==> src/rtl/core/assert_macros.svh <==
// ---------------------------------------------------------------------------
// assert_macros.svh
// Concurrent assertion helpers; empty when SYNTHESIS is defined.
// ---------------------------------------------------------------------------
`ifndef ASSERT_MACROS_SVH
`define ASSERT_MACROS_SVH

`ifndef SYNTHESIS

// a holds -> b holds in the same cycle
`define ASSERT_IMPLIES(label, clk, rst_n, a, b, msg) \
    label: assert property (@(posedge clk) disable iff (!(rst_n)) (a) |-> (b)) \
        else $error(msg);

// a holds -> b holds in the next cycle
`define ASSERT_NEXT(label, clk, rst_n, a, b, msg) \
    label: assert property (@(posedge clk) disable iff (!(rst_n)) (a) |=> (b)) \
        else $error(msg);

`else

`define ASSERT_IMPLIES(label, clk, rst_n, a, b, msg)
`define ASSERT_NEXT(label, clk, rst_n, a, b, msg)

`endif

`endif

==> src/rtl/core/i2cms_pkg.sv <==
// ---------------------------------------------------------------------------
// i2cms_pkg
// Types and constants shared by the I2C master bit sequencer.
// ---------------------------------------------------------------------------
package i2cms_pkg;

    // tick counter width; phase length saturates at 2**TICK_W
    localparam int unsigned TICK_W = 16;
    localparam int unsigned CMP_W  = (TICK_W + 1 > 17) ? TICK_W + 1 : 17;

    localparam logic [15:0] PHASE_TICKS_RST = 16'd6;

    // APB register map
    localparam int unsigned PADDR_W = 3;
    localparam logic        REG_PHASE_TICKS = 1'b0;

    typedef enum logic [2:0] {
        OP_NONE  = 3'd0,
        OP_START = 3'd1,
        OP_STOP  = 3'd2,
        OP_WRITE = 3'd3,
        OP_READ  = 3'd4
    } t_op;

    // last phase of each sequence
    localparam logic [4:0] LAST_PH_SHORT = 5'd2;
    localparam logic [4:0] LAST_PH_WRITE = 5'd17;
    localparam logic [4:0] LAST_PH_READ  = 5'd19;

    // special phases
    localparam logic [4:0] PH_WR_ACK     = 5'd17;
    localparam logic [4:0] PH_RD_ACK_HI  = 5'd18;
    localparam logic [4:0] PH_RD_ACK_GAP = 5'd16;

    // bit mask for the MSB of a byte
    localparam logic [7:0] MSB_MASK = 8'h80;

    typedef struct packed {
        logic [2:0] command;
        logic [7:0] tx_byte;
        logic       master_ack;
        logic       sda_in;
    } t_in_word;

    typedef struct packed {
        logic       scl_level;
        logic       sda_level;
        logic       busy_res;
        logic       done_res;
        logic [7:0] rx_byte;
        logic       slave_nack;
    } t_res_word;

    typedef struct packed {
        logic     valid;
        t_in_word word;
    } t_hold;

endpackage

==> src/rtl/core/i2cms_if.sv <==
// ---------------------------------------------------------------------------
// i2cms_if
// Valid/ready channels for command words and result words.
// ---------------------------------------------------------------------------
interface i2cms_in_if;
    logic                 valid;
    logic                 ready;
    i2cms_pkg::t_in_word  data;

    modport source (output valid, output data, input ready);
    modport sink   (input valid, input data, output ready);
endinterface

interface i2cms_out_if;
    logic                 valid;
    logic                 ready;
    i2cms_pkg::t_res_word data;

    modport source (output valid, output data, input ready);
    modport sink   (input valid, input data, output ready);
endinterface

==> src/rtl/core/i2c_master_bit_sequencer_unit.sv <==
// ---------------------------------------------------------------------------
// i2c_master_bit_sequencer_unit
// Open-drain I2C master bit sequencer, one command word per timer tick.
// ---------------------------------------------------------------------------
// Each word on the command channel is one timer tick. An idle sequencer
// starts the command it carries (start, stop, write byte, read byte) on
// that same tick; commands seen while busy are ignored. Every bus phase
// lasts phase_ticks ticks (register at byte address 0, reset 6, zero acts
// as one). Each command word yields exactly one result word with the SCL
// and SDA drive levels for that tick, busy/done flags, the last received
// byte and the last slave ack. Throughput is one word per clock while the
// result channel is not stalled; each word passes the input register and
// the result register with the sequencer logic between them. Write
// phase_ticks only while no word is in flight.
// ---------------------------------------------------------------------------
`include "assert_macros.svh"

module i2c_master_bit_sequencer_unit (
    input  logic                           i_clk,
    input  logic                           i_rst_n,
    i2cms_in_if.sink                       i_cmd_ch,
    i2cms_out_if.source                    o_res_ch,
    input  logic                           psel,
    input  logic                           penable,
    input  logic                           pwrite,
    input  logic [i2cms_pkg::PADDR_W-1:0]  paddr,
    input  logic [31:0]                    pwdata,
    output logic [31:0]                    prdata,
    output logic                           pready
);
    import i2cms_pkg::*;

    logic [15:0] w_phase_ticks;
    t_hold       w_hold;
    t_res_word   w_res;
    logic        w_out_free;
    logic        w_step;

    // a held word steps when the result register can take its result
    assign w_step = w_hold.valid && w_out_free;

    i2cms_apb_regs u_regs (
        .i_clk         (i_clk),
        .i_rst_n       (i_rst_n),
        .psel          (psel),
        .penable       (penable),
        .pwrite        (pwrite),
        .paddr         (paddr),
        .pwdata        (pwdata),
        .prdata        (prdata),
        .pready        (pready),
        .o_phase_ticks (w_phase_ticks)
    );

    i2cms_in_stage u_in (
        .i_clk     (i_clk),
        .i_rst_n   (i_rst_n),
        .i_ch      (i_cmd_ch),
        .i_advance (w_step),
        .o_hold    (w_hold)
    );

    i2cms_seq u_seq (
        .i_clk         (i_clk),
        .i_rst_n       (i_rst_n),
        .i_step        (w_step),
        .i_word        (w_hold.word),
        .i_phase_ticks (w_phase_ticks),
        .o_res         (w_res)
    );

    i2cms_out_stage u_out (
        .i_clk   (i_clk),
        .i_rst_n (i_rst_n),
        .i_load  (w_step),
        .i_res   (w_res),
        .o_free  (w_out_free),
        .o_ch    (o_res_ch)
    );

    // done only ever on a busy tick
    `ASSERT_IMPLIES(a_done_busy, i_clk, i_rst_n, o_res_ch.valid && o_res_ch.data.done_res, o_res_ch.data.busy_res, "done without busy")
    // a stepped word shows up in the result register next cycle
    `ASSERT_NEXT(a_step_out, i_clk, i_rst_n, w_step, o_res_ch.valid, "stepped word lost")
    // stepping never overwrites a result that is still stalled
    `ASSERT_IMPLIES(a_no_overrun, i_clk, i_rst_n, w_step, !o_res_ch.valid || o_res_ch.ready, "result overrun")

endmodule

==> src/rtl/core/i2cms_apb_regs.sv <==
// ---------------------------------------------------------------------------
// i2cms_apb_regs
// APB register file: phase_ticks.
// ---------------------------------------------------------------------------
module i2cms_apb_regs (
    input  logic                           i_clk,
    input  logic                           i_rst_n,
    input  logic                           psel,
    input  logic                           penable,
    input  logic                           pwrite,
    input  logic [i2cms_pkg::PADDR_W-1:0]  paddr,
    input  logic [31:0]                    pwdata,
    output logic [31:0]                    prdata,
    output logic                           pready,
    output logic [15:0]                    o_phase_ticks
);
    import i2cms_pkg::*;

    logic [15:0] r_phase_ticks;
    logic        w_hit;

    assign pready = 1'b1;
    assign w_hit  = (paddr[2] == REG_PHASE_TICKS);

    always_ff @(posedge i_clk) begin
        if (!i_rst_n) begin
            r_phase_ticks <= PHASE_TICKS_RST;
        end else if (psel && penable && pwrite && pready && w_hit) begin
            r_phase_ticks <= pwdata[15:0];
        end
    end

    assign prdata        = w_hit ? {16'b0, r_phase_ticks} : 32'b0;
    assign o_phase_ticks = r_phase_ticks;

endmodule

==> src/rtl/core/i2cms_in_stage.sv <==
// ---------------------------------------------------------------------------
// i2cms_in_stage
// Input register: holds one accepted command word until it is stepped.
// ---------------------------------------------------------------------------
module i2cms_in_stage (
    input  logic              i_clk,
    input  logic              i_rst_n,
    i2cms_in_if.sink          i_ch,
    input  logic              i_advance,
    output i2cms_pkg::t_hold  o_hold
);
    import i2cms_pkg::*;

    logic     r_valid;
    t_in_word r_word;

    assign i_ch.ready = !r_valid || i_advance;

    always_ff @(posedge i_clk) begin
        if (!i_rst_n) begin
            r_valid <= 1'b0;
        end else if (i_ch.valid && i_ch.ready) begin
            r_valid <= 1'b1;
        end else if (i_advance) begin
            r_valid <= 1'b0;
        end
    end

    always_ff @(posedge i_clk) begin
        if (i_ch.valid && i_ch.ready) begin
            r_word <= i_ch.data;
        end
    end

    assign o_hold.valid = r_valid;
    assign o_hold.word  = r_word;

endmodule

==> src/rtl/core/i2cms_seq.sv <==
// ---------------------------------------------------------------------------
// i2cms_seq
// Bus phase sequencer: one tick of state update per stepped word.
// ---------------------------------------------------------------------------
module i2cms_seq (
    input  logic                  i_clk,
    input  logic                  i_rst_n,
    input  logic                  i_step,
    input  i2cms_pkg::t_in_word   i_word,
    input  logic [15:0]           i_phase_ticks,
    output i2cms_pkg::t_res_word  o_res
);
    import i2cms_pkg::*;

    t_op               r_op,    n_op;
    logic [4:0]        r_ph,    n_ph;
    logic [TICK_W-1:0] r_tick,  n_tick;
    logic [7:0]        r_shift, n_shift;
    logic [7:0]        r_rx,    n_rx;
    logic              r_scl,   n_scl;
    logic              r_sda,   n_sda;
    logic              r_nack,  n_nack;
    logic              r_ack,   n_ack;

    // effective state for this tick (after a possible launch)
    t_op               c_op;
    logic [4:0]        c_ph;
    logic [TICK_W-1:0] c_tick;
    logic [7:0]        c_shift;
    logic              c_ack;
    logic              w_cmd_ok, w_launch, w_active;

    logic [CMP_W-1:0]  w_len, w_cap, w_len_eff, w_cnt1;
    logic              w_last_tick, w_last_phase, w_done;
    logic              w_lvl_scl, w_lvl_sda;
    logic [4:0]        w_last_ph;

    assign w_cmd_ok = (i_word.command == OP_START) || (i_word.command == OP_STOP) ||
                      (i_word.command == OP_WRITE) || (i_word.command == OP_READ);
    assign w_launch = (r_op == OP_NONE) && w_cmd_ok;

    always_comb begin
        c_op    = r_op;
        c_ph    = r_ph;
        c_tick  = r_tick;
        c_shift = r_shift;
        c_ack   = r_ack;
        if (w_launch) begin
            c_op    = t_op'(i_word.command);
            c_ph    = 5'd0;
            c_tick  = '0;
            c_shift = (t_op'(i_word.command) == OP_WRITE) ? i_word.tx_byte : 8'd0;
            c_ack   = i_word.master_ack;
        end
    end

    assign w_active = (c_op != OP_NONE);

    // phase length: zero counts as one, saturate at 2**TICK_W
    assign w_len       = (i_phase_ticks == 16'd0) ? CMP_W'(1) : CMP_W'(i_phase_ticks);
    assign w_cap       = CMP_W'(1) << TICK_W;
    assign w_len_eff   = (w_len > w_cap) ? w_cap : w_len;
    assign w_cnt1      = CMP_W'(c_tick) + CMP_W'(1);
    assign w_last_tick = (w_cnt1 >= w_len_eff);

    always_comb begin
        unique case (c_op)
            OP_WRITE: w_last_ph = LAST_PH_WRITE;
            OP_READ:  w_last_ph = LAST_PH_READ;
            default:  w_last_ph = LAST_PH_SHORT;
        endcase
    end

    assign w_last_phase = (c_ph == w_last_ph);
    assign w_done       = w_active && w_last_tick && w_last_phase;

    // output block: bus levels of the current phase
    always_comb begin
        w_lvl_scl = r_scl;
        w_lvl_sda = r_sda;
        unique case (c_op)
            OP_START: begin
                w_lvl_scl = (c_ph != 5'd0);
                w_lvl_sda = (c_ph == 5'd0) ? r_sda : (c_ph == 5'd1);
            end
            OP_STOP: begin
                w_lvl_scl = (c_ph != 5'd0);
                w_lvl_sda = (c_ph == LAST_PH_SHORT);
            end
            OP_WRITE: begin
                w_lvl_scl = c_ph[0];
                w_lvl_sda = c_ph[4] ? 1'b1 : |((c_shift << c_ph[3:1]) & MSB_MASK);
            end
            OP_READ: begin
                if (c_ph <= PH_RD_ACK_GAP) begin
                    w_lvl_scl = c_ph[4] ? 1'b1 : c_ph[0];
                    w_lvl_sda = 1'b1;
                end else begin
                    w_lvl_scl = (c_ph == PH_RD_ACK_HI);
                    w_lvl_sda = c_ack;
                end
            end
            default: begin
                w_lvl_scl = r_scl;
                w_lvl_sda = r_sda;
            end
        endcase
    end

    // next-state block
    always_comb begin
        n_op    = c_op;
        n_ph    = c_ph;
        n_tick  = c_tick;
        n_shift = c_shift;
        n_ack   = c_ack;
        n_rx    = r_rx;
        n_nack  = r_nack;
        n_scl   = r_scl;
        n_sda   = r_sda;
        if (w_active) begin
            // read sample on first tick of SCL high
            if (c_op == OP_READ && !c_ph[4] && c_ph[0] && c_tick == '0) begin
                n_shift = {c_shift[6:0], i_word.sda_in};
            end
            if (c_op == OP_WRITE && c_ph == PH_WR_ACK && w_last_tick) begin
                n_nack = i_word.sda_in;
            end
            n_scl = w_lvl_scl;
            n_sda = w_lvl_sda;
            if (w_last_tick) begin
                n_tick = '0;
                n_ph   = c_ph + 5'd1;
                if (w_last_phase) begin
                    n_ph = 5'd0;
                    n_op = OP_NONE;
                    unique case (c_op)
                        OP_START: begin n_scl = 1'b0; n_sda = 1'b0; end
                        OP_STOP:  begin n_scl = 1'b1; n_sda = 1'b1; end
                        OP_WRITE: begin n_scl = 1'b0; n_sda = 1'b1; end
                        OP_READ:  begin
                            n_scl = 1'b0;
                            n_sda = c_ack;
                            n_rx  = n_shift;
                        end
                        default:  begin n_scl = r_scl; n_sda = r_sda; end
                    endcase
                end
            end else begin
                n_tick = c_tick + 1'b1;
            end
        end
    end

    always_ff @(posedge i_clk) begin
        if (!i_rst_n) begin
            r_op    <= OP_NONE;
            r_ph    <= 5'd0;
            r_tick  <= '0;
            r_shift <= 8'd0;
            r_rx    <= 8'd0;
            r_scl   <= 1'b1;
            r_sda   <= 1'b1;
            r_nack  <= 1'b0;
            r_ack   <= 1'b0;
        end else if (i_step) begin
            r_op    <= n_op;
            r_ph    <= n_ph;
            r_tick  <= n_tick;
            r_shift <= n_shift;
            r_rx    <= n_rx;
            r_scl   <= n_scl;
            r_sda   <= n_sda;
            r_nack  <= n_nack;
            r_ack   <= n_ack;
        end
    end

    assign o_res.scl_level  = w_active ? w_lvl_scl : r_scl;
    assign o_res.sda_level  = w_active ? w_lvl_sda : r_sda;
    assign o_res.busy_res   = w_active;
    assign o_res.done_res   = w_done;
    assign o_res.rx_byte    = n_rx;
    assign o_res.slave_nack = n_nack;

endmodule

==> src/rtl/core/i2cms_out_stage.sv <==
// ---------------------------------------------------------------------------
// i2cms_out_stage
// Result register: holds one result word until the sink takes it.
// ---------------------------------------------------------------------------
module i2cms_out_stage (
    input  logic                  i_clk,
    input  logic                  i_rst_n,
    input  logic                  i_load,
    input  i2cms_pkg::t_res_word  i_res,
    output logic                  o_free,
    i2cms_out_if.source           o_ch
);
    import i2cms_pkg::*;

    logic      r_valid;
    t_res_word r_word;

    assign o_free = !r_valid || o_ch.ready;

    always_ff @(posedge i_clk) begin
        if (!i_rst_n) begin
            r_valid <= 1'b0;
        end else if (i_load) begin
            r_valid <= 1'b1;
        end else if (o_ch.ready) begin
            r_valid <= 1'b0;
        end
    end

    always_ff @(posedge i_clk) begin
        if (i_load) begin
            r_word <= i_res;
        end
    end

    assign o_ch.valid = r_valid;
    assign o_ch.data  = r_word;

endmodule

==> src/flat_wrapper.sv <==
// flat-port wrapper written by rule: the top's interface ports become plain ports
module i2c_master_bit_sequencer_unit_flat import i2cms_pkg::*;
  (i_clk, i_rst_n, psel, penable, pwrite, paddr, pwdata, prdata, pready, i_cmd_ch_valid, i_cmd_ch_data, i_cmd_ch_ready, o_res_ch_valid, o_res_ch_data, o_res_ch_ready);
  i2cms_in_if i_cmd_ch_i ();
  i2cms_out_if o_res_ch_i ();
  input  logic i_clk;
  input  logic i_rst_n;
  input  logic psel;
  input  logic penable;
  input  logic pwrite;
  input  logic [i2cms_pkg::PADDR_W-1:0] paddr;
  input  logic [31:0] pwdata;
  output logic [31:0] prdata;
  output logic pready;
  input wire logic [$bits(i_cmd_ch_i.valid)-1:0] i_cmd_ch_valid;
  input wire logic [$bits(i_cmd_ch_i.data)-1:0] i_cmd_ch_data;
  output wire logic [$bits(i_cmd_ch_i.ready)-1:0] i_cmd_ch_ready;
  output wire logic [$bits(o_res_ch_i.valid)-1:0] o_res_ch_valid;
  output wire logic [$bits(o_res_ch_i.data)-1:0] o_res_ch_data;
  input wire logic [$bits(o_res_ch_i.ready)-1:0] o_res_ch_ready;
  assign i_cmd_ch_i.valid = i_cmd_ch_valid;
  assign i_cmd_ch_i.data = i_cmd_ch_data;
  assign i_cmd_ch_ready = i_cmd_ch_i.ready;
  assign o_res_ch_valid = o_res_ch_i.valid;
  assign o_res_ch_data = o_res_ch_i.data;
  assign o_res_ch_i.ready = o_res_ch_ready;
  i2c_master_bit_sequencer_unit u_core (.i_clk(i_clk), .i_rst_n(i_rst_n), .i_cmd_ch(i_cmd_ch_i), .o_res_ch(o_res_ch_i), .psel(psel), .penable(penable), .pwrite(pwrite), .paddr(paddr), .pwdata(pwdata), .prdata(prdata), .pready(pready));
endmodule
==> config.mk <==
export PLATFORM = sky130hd
export DESIGN_NAME = i2c_master_bit_sequencer_unit_flat
export DESIGN_NICKNAME = d
export VERILOG_FILES = /design/src/rtl/core/i2cms_pkg.sv /design/src/rtl/core/i2cms_if.sv /design/src/rtl/core/i2c_master_bit_sequencer_unit.sv /design/src/rtl/core/i2cms_apb_regs.sv /design/src/rtl/core/i2cms_in_stage.sv /design/src/rtl/core/i2cms_seq.sv /design/src/rtl/core/i2cms_out_stage.sv /design/src/flat_wrapper.sv
export VERILOG_INCLUDE_DIRS = /design/src /design/src/rtl/core
export SDC_FILE = /design/constraint.sdc
export NUM_CORES = 1
export LEC_CHECK = 0
export BUFFER_PORTS_ARGS = -buffer_cell sky130_fd_sc_hd__buf_2
export CORE_AREA = 5 5 120 122
export CTS_CLUSTER_SIZE = 16
export DETAILED_ROUTE_END_ITERATION = 16
export DIE_AREA = 0 0 125 127
export PLACE_DENSITY = 0.56
export SETUP_SLACK_MARGIN = 0.05
export SLEW_MARGIN = 20
export SYNTH_ARGS = -nofsm -noshare
export SYNTH_HDL_FRONTEND = slang
export SYNTH_SLANG_ARGS = --single-unit
==> constraint.sdc <==
create_clock -name i_clk -period 11.88 [get_ports i_clk]
set_input_delay 2.376 -clock i_clk [delete_from_list [all_inputs] [get_ports i_clk]]
set_output_delay 2.376 -clock i_clk [all_outputs]
set_load 0.01 [all_outputs]
## After elaboration in Yosys (flattened, before gate mapping)

Index checks and enable logic that the tools add are counted.

- Flip-flop bits (word level): 88
- Bits of input ports: 55
- Word-level logic and storage cells: 124
- Output and inout port bits: 48

- Muxes and demuxes: 45
- Add/sub/neg operators: 3
- Reductions and logical operators: 34
- Bitwise operators: 1
- Shift operators: 1
- Magnitude comparators: 3
- Equality and inequality tests: 15

Operator list:

| cell | count |
|---|---|
| $mux 16 | 5 |
| $mux 8 | 8 |
| $logic_not 16->1 | 2 |
| $mux 5 | 4 |
| $mux 1 | 18 |
| $add 16x1->17 const B | 1 |
| $ge 17x17->1 | 1 |
| $gt 16x17->1 const B | 1 |
| $mux 17 | 1 |
| $add 16x1->16 const B | 1 |
| $logic_and 1x1->1 | 13 |
| $eq 3x2->1 const B | 4 |
| $mux 3 | 4 |
| $eq 5x5->1 const B | 2 |
| $pmux 5 s2 | 1 |
| $shl 8x3->8 | 1 |
| $eq 3x1->1 const B | 2 |
| $eq 3x3->1 const B | 2 |
| $pmux 1 s3 | 2 |
| $reduce_and 3->1 | 2 |
| $add 5x1->5 const B | 1 |
| $eq 5x1->1 const B | 1 |
| $eq 5x2->1 const B | 1 |
| $eq 5x5->1 | 1 |
| other kinds (15) | 23 |

## Depth between registers and ports, before layout

Gate-level depths: netlist of run 1.

- Depth after elaboration: 15
- Gate-level depth with buffers: 22
- Gate-level depth less buffers: 18

## By module

From an unflattened synthesis of run 1, not the netlist that was laid out.

- Cells, all modules: 623
- Area, all modules: 5,303.8 µm²

By module, submodules not included:

| module | cells each | area each (µm²) | seq. area each (µm²) | instances |
|---|---|---|---|---|
| i2cms_seq | 480 | 3,485.8 | 880.8 | 1 |
| i2cms_apb_regs | 106 | 917.1 | 320.3 | 1 |
| i2cms_in_stage | 19 | 455.4 | 410.4 | 1 |
| i2cms_out_stage | 17 | 439.2 | 410.4 | 1 |
| i2c_master_bit_sequencer_unit | 1 | 6.3 | 0.0 | 1 |

## Worst setup path after synthesis of run 1

No wires, ideal clock.

- Path kind: input to output
- Start point: input port paddr[2] (netlist bit)
- End point: output port prdata[10]
- Path slack: 6.504 ns
- Buffers on the path: 2
- Cell stages on the path: 3
- Data required time: 9.504 ns
- Arrival: 3.000 ns
- Cells stage by stage: clkbuf_1 > clkbuf_1 > nor2_1

- Cells in the longest elaborated chain, start to end: 1

RTL lines:

| what | RTL line | RTL |
|---|---|---|
| from (decl) | flat_wrapper.sv:11 | `input logic [i2cms_pkg::PADDR_W-1:0] paddr;` |
| $mux 16 | i2cms_apb_regs.sv:33 | `assign prdata = w_hit ? {16'b0, r_phase_ticks} : 32'b0;` |
| to (decl) | flat_wrapper.sv:13 | `output logic [31:0] prdata;` |

Every way passes these cells.

## Worst setup path in the final report of run 1

- Start point: input port o_res_ch_ready
- End point: output port i_cmd_ch_ready

- Cells in the longest elaborated chain, start to end: 3

RTL lines:

| what | RTL line | RTL |
|---|---|---|
| from (decl) | flat_wrapper.sv:20 | `input wire logic [$bits(o_res_ch_i.ready)-1:0] o_res_ch_ready;` |
| $logic_or 1x1->1 | i2cms_out_stage.sv:18 | `assign o_free = !r_valid \|\| o_ch.ready;` |
| $logic_and 1x1->1 | i2c_master_bit_sequencer_unit.sv:40 | `assign w_step = w_hold.valid && w_out_free;` |
| $logic_or 1x1->1 | i2cms_in_stage.sv:17 | `assign i_ch.ready = !r_valid \|\| i_advance;` |
| to (decl) | flat_wrapper.sv:17 | `output wire logic [$bits(i_cmd_ch_i.ready)-1:0] i_cmd_ch_ready;` |

Every way passes these cells.

==> results of run 1 <==
-- cells in the final DEF (no fill, tap or decap), types with 11 or more instances in the layout --
master and n:
nand2_1 90, buf_2 67, a21oi_1 65, dfxtp_1 62
nor2_1 54, nand3_1 30, edfxtp_1 26, inv_1 23
ha_1 22, o21ai_0 20, conb_1 17, mux2i_1 12
and3_1 11
-- sequential cells by signal (all words and copies together) (netlist names) --
register and count:
u_core.u_seq.r_ph 5, u_core.u_seq.r_op 3, u_core.u_seq.r_shift 8, u_core.u_regs.o_phase_ticks 16, u_core.u_in.r_valid 1, u_core.u_out.o_ch.valid 1, u_core.u_seq.r_ack 1, u_core.u_seq.r_rx 8
u_core.u_seq.r_scl 1, u_core.u_seq.r_tick 16, u_core.u_in.o_hold 13, u_core.u_seq.r_sda 1, u_core.u_out.o_ch.data 13, u_core.u_seq.r_nack 1
-- how the worst max path moves through the flow --
stage	end	slack, ns	cells past startpoint
after detailed placement	i_cmd_ch_ready	6.59	4
after global placement	i_cmd_ch_ready	6.61	4
after global routing	u_core.u_seq.r_op[2]$_SDFFE_PN0P_	6.34	17
after CTS	i_cmd_ch_ready	6.59	4
final	i_cmd_ch_ready	6.60	4
after floorplan	prdata[10]	6.50	3
-- Yosys cell counts (11+ instances only) --
cell / instances
ha_1: 22
dfxtp_1: 62
edfxtp_1: 26
a21oi_1: 65
nor2_1: 54
inv_1: 23
nand2_1: 90
clkbuf_1: 18
buf_4: 19
o21ai_0: 20
mux2i_1: 12
and3_1: 11
nand3_1: 30
-- area by class of cell --
class | count | area, sq um | area share [%]
multi-input combinational | 456 | 2769 | 48.13
tap | 176 | 220.2 | 3.828
clock inverter | 6 | 43.79 | 0.7612
timing repair buffer | 71 | 365.4 | 6.351
clock buffer | 10 | 239.0 | 4.154
sequential | 88 | 2022 | 35.15
inverter | 25 | 93.84 | 1.631
-- worst max-delay path: cells and delay by family --
kind | cells | cell delay, ns
buffers and inverters | 2 | 0.23
AND/OR/NAND/NOR | 2 | 0.29
-- layer usage --
| layer | track usage, % | up-vias |
|---|---|---|
| met5 | 0 | - |
| met1 | 21.35 | 2043 |
| li1 | - | 2205 |
| met4 | 6.250 | 0 |
| met3 | 3.339 | 18 |
| met2 | 26.16 | 128 |
-- power by group through the flow --
stage	Combinational [mW]	Sequential (mW)	Clock, mW
2_1_floorplan	0.0468	0.328	0
3_3_place_gp	0.0632	0.329	0
3_5_place_dp	0.0637	0.329	0
4_1_cts	0.0639	0.322	0.277
5_1_grt	0.0707	0.323	0.289
6_report	0.0639	0.322	0.268
-- cells by family after synthesis --
| family | Yosys count |
|---|---|
| other | 2 |
| AOI/OAI and AO/OA | 141 |
| muxes | 22 |
| xor gates and xnor gates | 12 |
| DFF | 88 |
| buffers and inverters | 79 |
| adders and majority gates | 22 |
| and+or+nand+nor | 242 |
-- stage by stage --
stage / hold slack (ns) / area (sq um)
CTS: 0.4527 / 5753
finish: 0.4535 / 5753
detailed placement: 0.4440 / 5470
floorplan: 0.4294 / 5190
global placement: 0.4365 / 5470
global route: 0.4758 / 5753
==> impl_metrics.json, run 1 <==
{
  "syn_area_per_cell_sq_um": 8.444,
  "start_kind": "primary input",
  "antenna_left": 0,
  "fin_crit_sh_pct": 44.46,
  "power.net_switching_mw": 0.1685,
  "crit_path_max_incr_delay_ns": 0.20,
  "synth_top_flop_cell": "dfxtp_1",
  "postLayoutCoreUtil_pct": 43.97,
  "io_pins": 103,
  "drv_slew": 0,
  "worstPathCellList": "buf_2 > nor2b_1 > nand2_1 > buf_2",
  "synth_top_family_by_area": "simple AND/OR/NAND/NOR gates",
  "cts_buffer_depth": 2,
  "hold_depth": 2,
  "ctsHoldBuffers": 0,
  "grt_pass1_vias": 4247,
  "critPathSlowestCell": "nor2b_1",
  "synth_area_sq_um": 5134,
  "synth_top_area_share_pct": 24.18,
  "n_antenna_cell": 0,
  "p_leak_nw": 2.270,
  "cp.arrival_ns": 2.91,
  "rows": 42,
  "pwr-share-comb_pct": 9.8,
  "cts_tree": "built",
  "fp.dieH_microns": 127,
  "startpoint": "o_res_ch_ready",
  "ir_worst_vdd_mv": 0.06562,
  "hp-start": "u_core.u_seq.r_rx[0]$_SDFFE_PN0P_",
  "grt_max_degree": 51,
  "drt_wl_total_microns": 12790,
  "drt_iter0_markers": 384,
  "synth_cells": 608,
  "hold_class": "reg2reg",
  "period_needed_ns": 5.282,
  "rsz0062_at_grt": "no",
  "total_power_mw": 0.6542,
  "root_buffer": "clkbuf_16",
  "pwr-share-clk_pct": 40.9,
  "die_area_sq_um": 15880,
  "cts_made_buffers": 9,
  "crit_path_frequent_cell": "buf_2",
  "swShare_pct": 25.76,
  "finalHoldViolations": 0,
  "m1WireLength_microns": 6034,
  "antenna_found_initial": 0,
  "fill_cells": 1296,
  "synth_top_area_cell": "dfxtp_1",
  "synth_compound_area_share_pct": 17.74,
  "num_vias": 4394,
  "seq_power_share_pct": 49.3,
  "synth_edf_count": 26,
  "place_ws_ns": 6.592,
  "min_to": "u_core.u_seq.r_rx[0]$_SDFFE_PN0P_",
  "final_nets": 728,
  "gr-usage-all-layers_pct": 16.17,
  "synthXorXnorAreaFrac_pct": 2.047,
  "tns_ns": 0,
  "wl_met2_microns": 5855,
  "r2r-end": "u_core.u_seq.r_op[2]$_SDFFE_PN0P_",
  "dpl.hpwl_microns": 9239,
  "worstSkewPairLatency_ns": 0.35,
  "yosys.area_share.simple_pct": 22.57,
  "rr_startpoint": "u_core.u_in.o_hold[10]$_DFFE_PP_",
  "grt_overflow": 0,
  "synth_seq_cells": 88,
  "grt_pass1_wl_microns": 21040,
  "synthArstFlopShare_pct": 0,
  "first_pass_iters": 5,
  "synth_adder_area_share_pct": 5.362,
  "cp-end-kind": "output pin",
  "placed_cells": 816,
  "cts.sinks": 88,
  "route.detailed.drc": 0,
  "io_buffers": 67,
  "core_area_sq_um": 13090,
  "crit_path_max_fanout": 4,
  "clk_pin_slew_worst_paths_ns": 0.06,
  "drive_gt1_share_pct": 17.38,
  "vias_per_cell": 5.281,
  "final_cells": 832,
  "setup_viol": 0,
  "max_cap_violations": 0,
  "htree_levels": 3,
  "tightestPinTransition_ns": 0.9857,
  "post_cts_buffers": 0,
  "reg2reg_slack_ns": 6.78,
  "wl_met3_microns": 628,
  "ys_top_cells_by_area": "dfxtp_1, edfxtp_1, nand2_1",
  "wl_per_cell_microns": 15.37,
  "required_ns": 9.50,
  "yosysWarnings": 0,
  "seq_area_frac_synth_pct": 39.39,
  "clock_skew_ns": 0.006046,
  "dr.max_layer_used": "met4",
  "timing.fmax_ghz": 0.1893,
  "powerDensity_nw_per_um2": 113.7,
  "synth.distinct_cells": 66,
  "critPathKind": "in2out",
  "initial_utilization_pct": 39.23,
  "relSlewSlack_pct": 33.93,
  "timing.final.ws_setup_ns": 6.598,
  "cts-resized-gates": 0,
  "place.gp.congestion": 0.8812,
  "internal_power_mw": 0.4856,
  "area_growth_syn_to_layout_pct": 12.06,
  "muxShareOfSynthArea_pct": 4.753,
  "status": "finished, final reports clean",
  "fp.dieW_microns": 125,
  "rr_worst_depth": 17
}
Note: power is estimated with default switching activity, not from simulation.
==> run 2: changes to the inputs <==
--- a/config.mk
+++ b/config.mk
@@ -6,11 +6,12 @@
 export SDC_FILE = /design/constraint.sdc
 export NUM_CORES = 1
 export LEC_CHECK = 0
+export ABC_AREA = 1
 export BUFFER_PORTS_ARGS = -buffer_cell sky130_fd_sc_hd__buf_2
-export CORE_AREA = 5 5 120 122
+export CORE_AREA = 5 5 123 125
 export CTS_CLUSTER_SIZE = 16
 export DETAILED_ROUTE_END_ITERATION = 16
-export DIE_AREA = 0 0 125 127
+export DIE_AREA = 0 0 128 130
 export PLACE_DENSITY = 0.56
 export SETUP_SLACK_MARGIN = 0.05
 export SLEW_MARGIN = 20
==> constraint.sdc (replaced) <==
create_clock -name i_clk -period 4.9 [get_ports i_clk]
set_input_delay 0.98 -clock i_clk [delete_from_list [all_inputs] [get_ports i_clk]]
set_output_delay 0.98 -clock i_clk [all_outputs]
set_load 0.01 [all_outputs]
==> impl_metrics.json, run 2 <==
{
  "status": "finished, final reports clean",
  "num_vias": 4899,
  "drv_slew": 0,
  "required_ns": 5.17,
  "route.detailed.drc": 0,
  "tightestPinTransition_ns": 0.6848,
  "grt_overflow": 0,
  "synth_top_area_cell": "dfxtp_1",
  "timing.fmax_ghz": 0.2354,
  "hold_depth": 2,
  "area_growth_syn_to_layout_pct": 12.45,
  "placed_cells": 970,
  "timing.final.ws_setup_ns": 0.6512,
  "yosysWarnings": 0,
  "p_leak_nw": 2.864,
  "crit_path_frequent_cell": "nand2_1",
  "io_buffers": 67,
  "dpl.hpwl_microns": 9994,
  "cts-resized-gates": 0,
  "wl_per_cell_microns": 13.86,
  "rr_startpoint": "u_core.u_in.o_hold[11]$_DFFE_PP_",
  "ys_top_cells_by_area": "dfxtp_1, edfxtp_1, nand2_1",
  "grt_max_degree": 47,
  "rr_worst_depth": 21,
  "gr-usage-all-layers_pct": 16.84,
  "first_pass_iters": 5,
  "synth.distinct_cells": 44,
  "drt_iter0_markers": 288,
  "htree_levels": 3,
  "grt_pass1_vias": 4648,
  "antenna_found_initial": 0,
  "clock_skew_ns": 0.01358,
  "cts_tree": "built",
  "post_cts_buffers": 0,
  "cts_buffer_depth": 2,
  "worstPathCellList": "o21ai_0 > nand2_1 > nand2_2 > buf_4 > nand2_1 > inv_1 > nand2_1 > nor4_1 > nand2_1 > nand3_1 > nand2_1 > ha_1 > nand2_1 > nor2_1 > a31oi_1 > inv_1 > nor2_1 > nand2_4 > nor2_2 > o21ai_0 > a21oi_1",
  "fp.dieH_microns": 130,
  "max_cap_violations": 0,
  "hp-start": "u_core.u_seq.r_scl$_SDFFE_PN1P_",
  "synth_cells": 748,
  "tns_ns": 0,
  "setup_viol": 0,
  "synth_seq_cells": 88,
  "cp.arrival_ns": 4.52,
  "postLayoutCoreUtil_pct": 44.64,
  "synth_compound_area_share_pct": 17.25,
  "min_to": "u_core.u_seq.r_scl$_SDFFE_PN1P_",
  "synthXorXnorAreaFrac_pct": 2.059,
  "fin_crit_sh_pct": 86.71,
  "synth_top_area_share_pct": 22.70,
  "finalHoldViolations": 0,
  "initial_utilization_pct": 39.70,
  "timing.hold.ws_ns": 0.4683,
  "critPathSlowestCell": "nor2_2",
  "synth_edf_count": 26,
  "final_nets": 878,
  "drive_gt1_share_pct": 17.99,
  "root_buffer": "clkbuf_16",
  "cp-end-kind": "flip-flop",
  "r2r-end": "u_core.u_seq.r_tick[0]$_SDFFE_PN0P_",
  "antenna_left": 0,
  "crit_path_max_fanout": 38,
  "place.gp.congestion": 0.8160,
  "clk_pin_slew_worst_paths_ns": 0.06,
  "die_area_sq_um": 16640,
  "seq_area_frac_synth_pct": 36.98,
  "syn_area_per_cell_sq_um": 7.310,
  "yosys.area_share.simple_pct": 26.59,
  "powerDensity_nw_per_um2": 300.5,
  "drt_wl_total_microns": 13670,
  "vias_per_cell": 4.969,
  "crit_path_max_incr_delay_ns": 0.55,
  "period_needed_ns": 4.249,
  "start_kind": "flip-flop",
  "muxShareOfSynthArea_pct": 0,
  "layout_commonest_cell": "nand2_1",
  "place_ws_ns": 0.7270,
  "rsz0062_at_grt": "no",
  "synthArstFlopShare_pct": 0,
  "synth_area_sq_um": 5468,
  "final_cells": 986,
  "relSlewSlack_pct": 54.30,
  "reg2reg_slack_ns": 0.65,
  "grt_pass1_wl_microns": 22590,
  "synthTopCellsByCount": "nand2_1, inv_1, a21oi_1",
  "synth_top_family_by_area": "simple AND/OR/NAND/NOR gates",
  "synth_adder_area_share_pct": 5.034,
  "n_antenna_cell": 0,
  "mostFrequentLayoutCells": "nand2_1, inv_1, a21oi_1, buf_2",
  "synth_top_flop_cell": "dfxtp_1",
  "core_area_sq_um": 13770,
  "fp.dieW_microns": 128,
  "cts_made_buffers": 9,
  "io_pins": 103,
  "hold_class": "reg2reg",
  "worstSkewPairLatency_ns": 0.35,
  "ctsHoldBuffers": 0,
  "cts.sinks": 88,
  "ir_worst_vdd_mv": 0.1684,
  "synth_most_common_cell": "nand2_1",
  "rows": 43,
  "critPathKind": "reg2reg"
}
## run 2: final cells by class
cell class                 instances  area, sq um
inverter                          99        374.1
sequential                        88         2022
clock buffer                      10        239.0
timing repair buffer              72        372.9
clock inverter                     6        66.31
fill                            1438         7625
multi-input combinational        531         2849
tap                              180        225.2
## run 2: worst max-delay path, delay by kind of cell (launching register included)
family / cells / cell delay, ns
and+or+nand+nor: 13 / 2.17
buffers and inverters: 3 / 0.56
DFF: 1 / 0.43
AOI/OAI and AO/OA: 4 / 0.68
adders and majority gates: 1 / 0.33
## run 2: how the worst max path moves through the flow
stage                     slack (ns)  cells after the start                                   to                              from
after floorplan                 1.19                     24  u_core.u_out.o_ch.data[1]$_DFFE_PP_  u_core.u_in.o_hold[11]$_DFFE_PP_
after global placement          0.76                     22  u_core.u_seq.r_tick[0]$_SDFFE_PN0P_  u_core.u_in.o_hold[11]$_DFFE_PP_
after detailed placement        0.73                     21  u_core.u_seq.r_tick[0]$_SDFFE_PN0P_  u_core.u_in.o_hold[11]$_DFFE_PP_
after CTS                       0.68                     21  u_core.u_seq.r_tick[0]$_SDFFE_PN0P_  u_core.u_in.o_hold[11]$_DFFE_PP_
after global routing            0.23                     21  u_core.u_seq.r_tick[0]$_SDFFE_PN0P_  u_core.u_in.o_hold[11]$_DFFE_PP_
final                           0.65                     21  u_core.u_seq.r_tick[0]$_SDFFE_PN0P_  u_core.u_in.o_hold[11]$_DFFE_PP_
## run 2: metrics by stage
step | total power, mW | instance area [sq um]
detailed placement | 1.148 | 5843
global placement | 1.142 | 5843
floorplan | 1.069 | 5524
global route | 1.940 | 6148
finish | 1.848 | 6148
CTS | 1.870 | 6148
## run 2: report_power, final
group | internal [mW] | leakage [nW] | switching [mW]
combinational | 0.0997 | 1.95 | 0.224
clock | 0.412 | 0.153 | 0.304
sequential | 0.789 | 0.757 | 0.0187
## run 2: cell families after synthesis
| group | count (synthesis) |
|---|---|
| DFF | 88 |
| and+or+nand+nor | 312 |
| other | 2 |
| buffers and inverters | 144 |
| AOI/OAI and AO/OA | 168 |
| xor gates and xnor gates | 12 |
| adders and majority gates | 22 |
## run 2: routing by layer
layer / GRT usage, % / up-vias / share of wire, %
met5: 0 / - / 0
met4: 4.806 / 0 / 0.91
met3: 3.111 / 8 / 3.8
met2: 28.87 / 89 / 49
met1: 21.80 / 2263 / 46
li1: - / 2539 / -
==> run 3: changes to the inputs <==
--- a/config.mk
+++ b/config.mk
@@ -8,10 +8,11 @@
 export LEC_CHECK = 0
 export ABC_AREA = 1
 export BUFFER_PORTS_ARGS = -buffer_cell sky130_fd_sc_hd__buf_2
-export CORE_AREA = 5 5 123 125
+export CORE_AREA = 5 5 146 106
 export CTS_CLUSTER_SIZE = 16
 export DETAILED_ROUTE_END_ITERATION = 16
-export DIE_AREA = 0 0 128 130
+export DIE_AREA = 0 0 151 111
+export GPL_TIMING_DRIVEN = 0
 export PLACE_DENSITY = 0.56
 export SETUP_SLACK_MARGIN = 0.05
 export SLEW_MARGIN = 20
==> impl_metrics.json, run 3 (synthesized netlist as in run 2, its figures left out) <==
{
  "status": "finished, final reports clean",
  "cts.sinks": 88,
  "rsz0062_at_grt": "no",
  "grt_overflow": 0,
  "drt_wl_total_microns": 15620,
  "layout_commonest_cell": "nand2_1",
  "root_buffer": "clkbuf_16",
  "ctsHoldBuffers": 0,
  "crit_end": "u_core.u_seq.r_tick[12]$_SDFFE_PN0P_",
  "r2r-end": "u_core.u_seq.r_tick[12]$_SDFFE_PN0P_",
  "first_pass_iters": 5,
  "cp.arrival_ns": 4.65,
  "num_vias": 5155,
  "placed_cells": 1019,
  "mostFrequentLayoutCells": "nand2_1, inv_1, a21oi_1, buf_2",
  "total_power_mw": 1.798,
  "drt_iter0_markers": 492,
  "die_area_sq_um": 16760,
  "dpl.hpwl_microns": 12250,
  "place.gp.congestion": 0.9825,
  "required_ns": 5.17,
  "final_nets": 917,
  "ir_worst_vdd_mv": 0.1642,
  "fp.dieH_microns": 111,
  "cts_tree": "built",
  "hold_class": "reg2reg",
  "tns_ns": 0,
  "final_cells": 1034,
  "rows": 36,
  "io_buffers": 66,
  "core_area_sq_um": 13780,
  "antenna_left": 0,
  "timing.critical_path.depth": 23,
  "clock_skew_ns": 0.007135,
  "period_needed_ns": 4.384,
  "tightestPinTransition_ns": 0.8509,
  "p_leak_nw": 2.972,
  "htree_levels": 3,
  "io_pins": 103,
  "reg2reg_slack_ns": 0.52,
  "critPathKind": "reg2reg",
  "crit_path_max_incr_delay_ns": 0.42,
  "powerDensity_nw_per_um2": 282.3,
  "finalHoldViolations": 0,
  "drive_gt1_share_pct": 19.55,
  "rr_worst_depth": 23,
  "vias_per_cell": 4.985,
  "fin_crit_sh_pct": 89.48,
  "rr_startpoint": "u_core.u_in.o_hold[11]$_DFFE_PP_",
  "area_growth_syn_to_layout_pct": 16.48,
  "relSlewSlack_pct": 43.27,
  "grt_pass1_wl_microns": 25500,
  "fp.dieW_microns": 151,
  "path_delay_family": "simple AND/OR/NAND/NOR gates",
  "grt_pass1_vias": 4906,
  "cp-end-kind": "flip-flop",
  "antenna_found_initial": 0,
  "grt_max_degree": 23,
  "gr-usage-all-layers_pct": 19.20,
  "start_kind": "flip-flop",
  "route.detailed.drc": 0,
  "worstSkewPairLatency_ns": 0.35,
  "critical_path_buf_inv_count": 4,
  "wl_per_cell_microns": 15.10,
  "critPathSlowestCell": "edfxtp_1",
  "startpoint": "u_core.u_in.o_hold[11]$_DFFE_PP_",
  "clk_pin_slew_worst_paths_ns": 0.06,
  "cts_made_buffers": 9,
  "max_cap_violations": 0,
  "initial_utilization_pct": 39.67,
  "timing.fmax_ghz": 0.2281,
  "setup_viol": 0,
  "post_cts_buffers": 0,
  "cts-resized-gates": 0,
  "crit_path_max_fanout": 10,
  "cts_buffer_depth": 2,
  "worstPathCellList": "o21ai_0 > nand2_1 > nand2_2 > inv_1 > buf_2 > nor2_2 > ha_1 > nand3_1 > nor2_4 > nand3_2 > nor2_1 > xor2_1 > ha_1 > nand2_1 > nor2_1 > a31oi_1 > inv_1 > nor2_1 > nand2_4 > nor2_2 > clkbuf_4 > nand2_1 > a21oi_1",
  "n_antenna_cell": 0,
  "drv_slew": 0
}
-- run 3: per-stage QoR --
stage	hold WS, ns	area (sq um)	utilization (%)	setup slack [ns]
3_5_place_dp	0.4581	6093	44.21	0.1624
5_1_grt	0.4869	6369	46.21	0.08052
4_1_cts	0.4679	6356	46.11	0.1364
3_3_place_gp	0.4530	6092	44.20	0.2947
6_report	0.4658	6369	46.21	0.5156
2_1_floorplan	0.4338	5524	-	1.194
-- run 3: cell type report --
| type | count | area [sq um] |
|---|---|---|
| well taps | 190 | 237.7 |
| flip-flops and latches | 88 | 2022 |
| inverters | 99 | 374.1 |
| multi-input cells | 531 | 2859 |
| repair buffers | 66 | 330.3 |
| clock inverters | 6 | 37.54 |
| fillers | 1430 | 7415 |
| plain buffers | 45 | 282.8 |
| clock buffers | 9 | 225.2 |
-- run 3: how the worst min path moves through the flow --
stage | from | end | slack, ns | cells past startpoint
CTS | u_core.u_seq.r_shift[3]$_SDFFE_PN0P_ | u_core.u_seq.r_shift[3]$_SDFFE_PN0P_ | 0.47 | 2
finish | u_core.u_seq.r_shift[6]$_SDFFE_PN0P_ | u_core.u_seq.r_shift[6]$_SDFFE_PN0P_ | 0.47 | 2
global route | u_core.u_seq.r_shift[2]$_SDFFE_PN0P_ | u_core.u_seq.r_shift[2]$_SDFFE_PN0P_ | 0.49 | 2
floorplan | u_core.u_seq.r_scl$_SDFFE_PN1P_ | u_core.u_seq.r_scl$_SDFFE_PN1P_ | 0.43 | 2
global placement | u_core.u_seq.r_shift[6]$_SDFFE_PN0P_ | u_core.u_seq.r_shift[6]$_SDFFE_PN0P_ | 0.45 | 2
detailed placement | u_core.u_seq.r_shift[3]$_SDFFE_PN0P_ | u_core.u_seq.r_shift[3]$_SDFFE_PN0P_ | 0.46 | 2
-- run 3: metal layers --
metal,up-vias,part of all wire [%],global-route usage (%)
met1,2384,53,30.58
met3,15,6.2,3.433
met5,-,0,0
met4,0,1.4,5.435
met2,155,39,25.89
li1,2601,-,-
-- run 3: report_power, final --
part	total, mW	internal (mW)	switching, mW
Sequential	0.809	0.790	0.0196
Clock	0.625	0.338	0.287
Combinational	0.364	0.118	0.246
-- run 3: worst register-to-register path, cell delays in order (launching register included) --
cell,delay [ns]
edfxtp_1,0.42
o21ai_0,0.18
nand2_1,0.10
nand2_2,0.11
inv_1,0.07
buf_2,0.23
nor2_2,0.24
ha_1,0.24
nand3_1,0.13
nor2_4,0.22
nand3_2,0.14
nor2_1,0.15
xor2_1,0.22
ha_1,0.28
nand2_1,0.12
nor2_1,0.06
a31oi_1,0.23
inv_1,0.07
nor2_1,0.18
nand2_4,0.12
nor2_2,0.27
clkbuf_4,0.30
nand2_1,0.08
a21oi_1,0.14
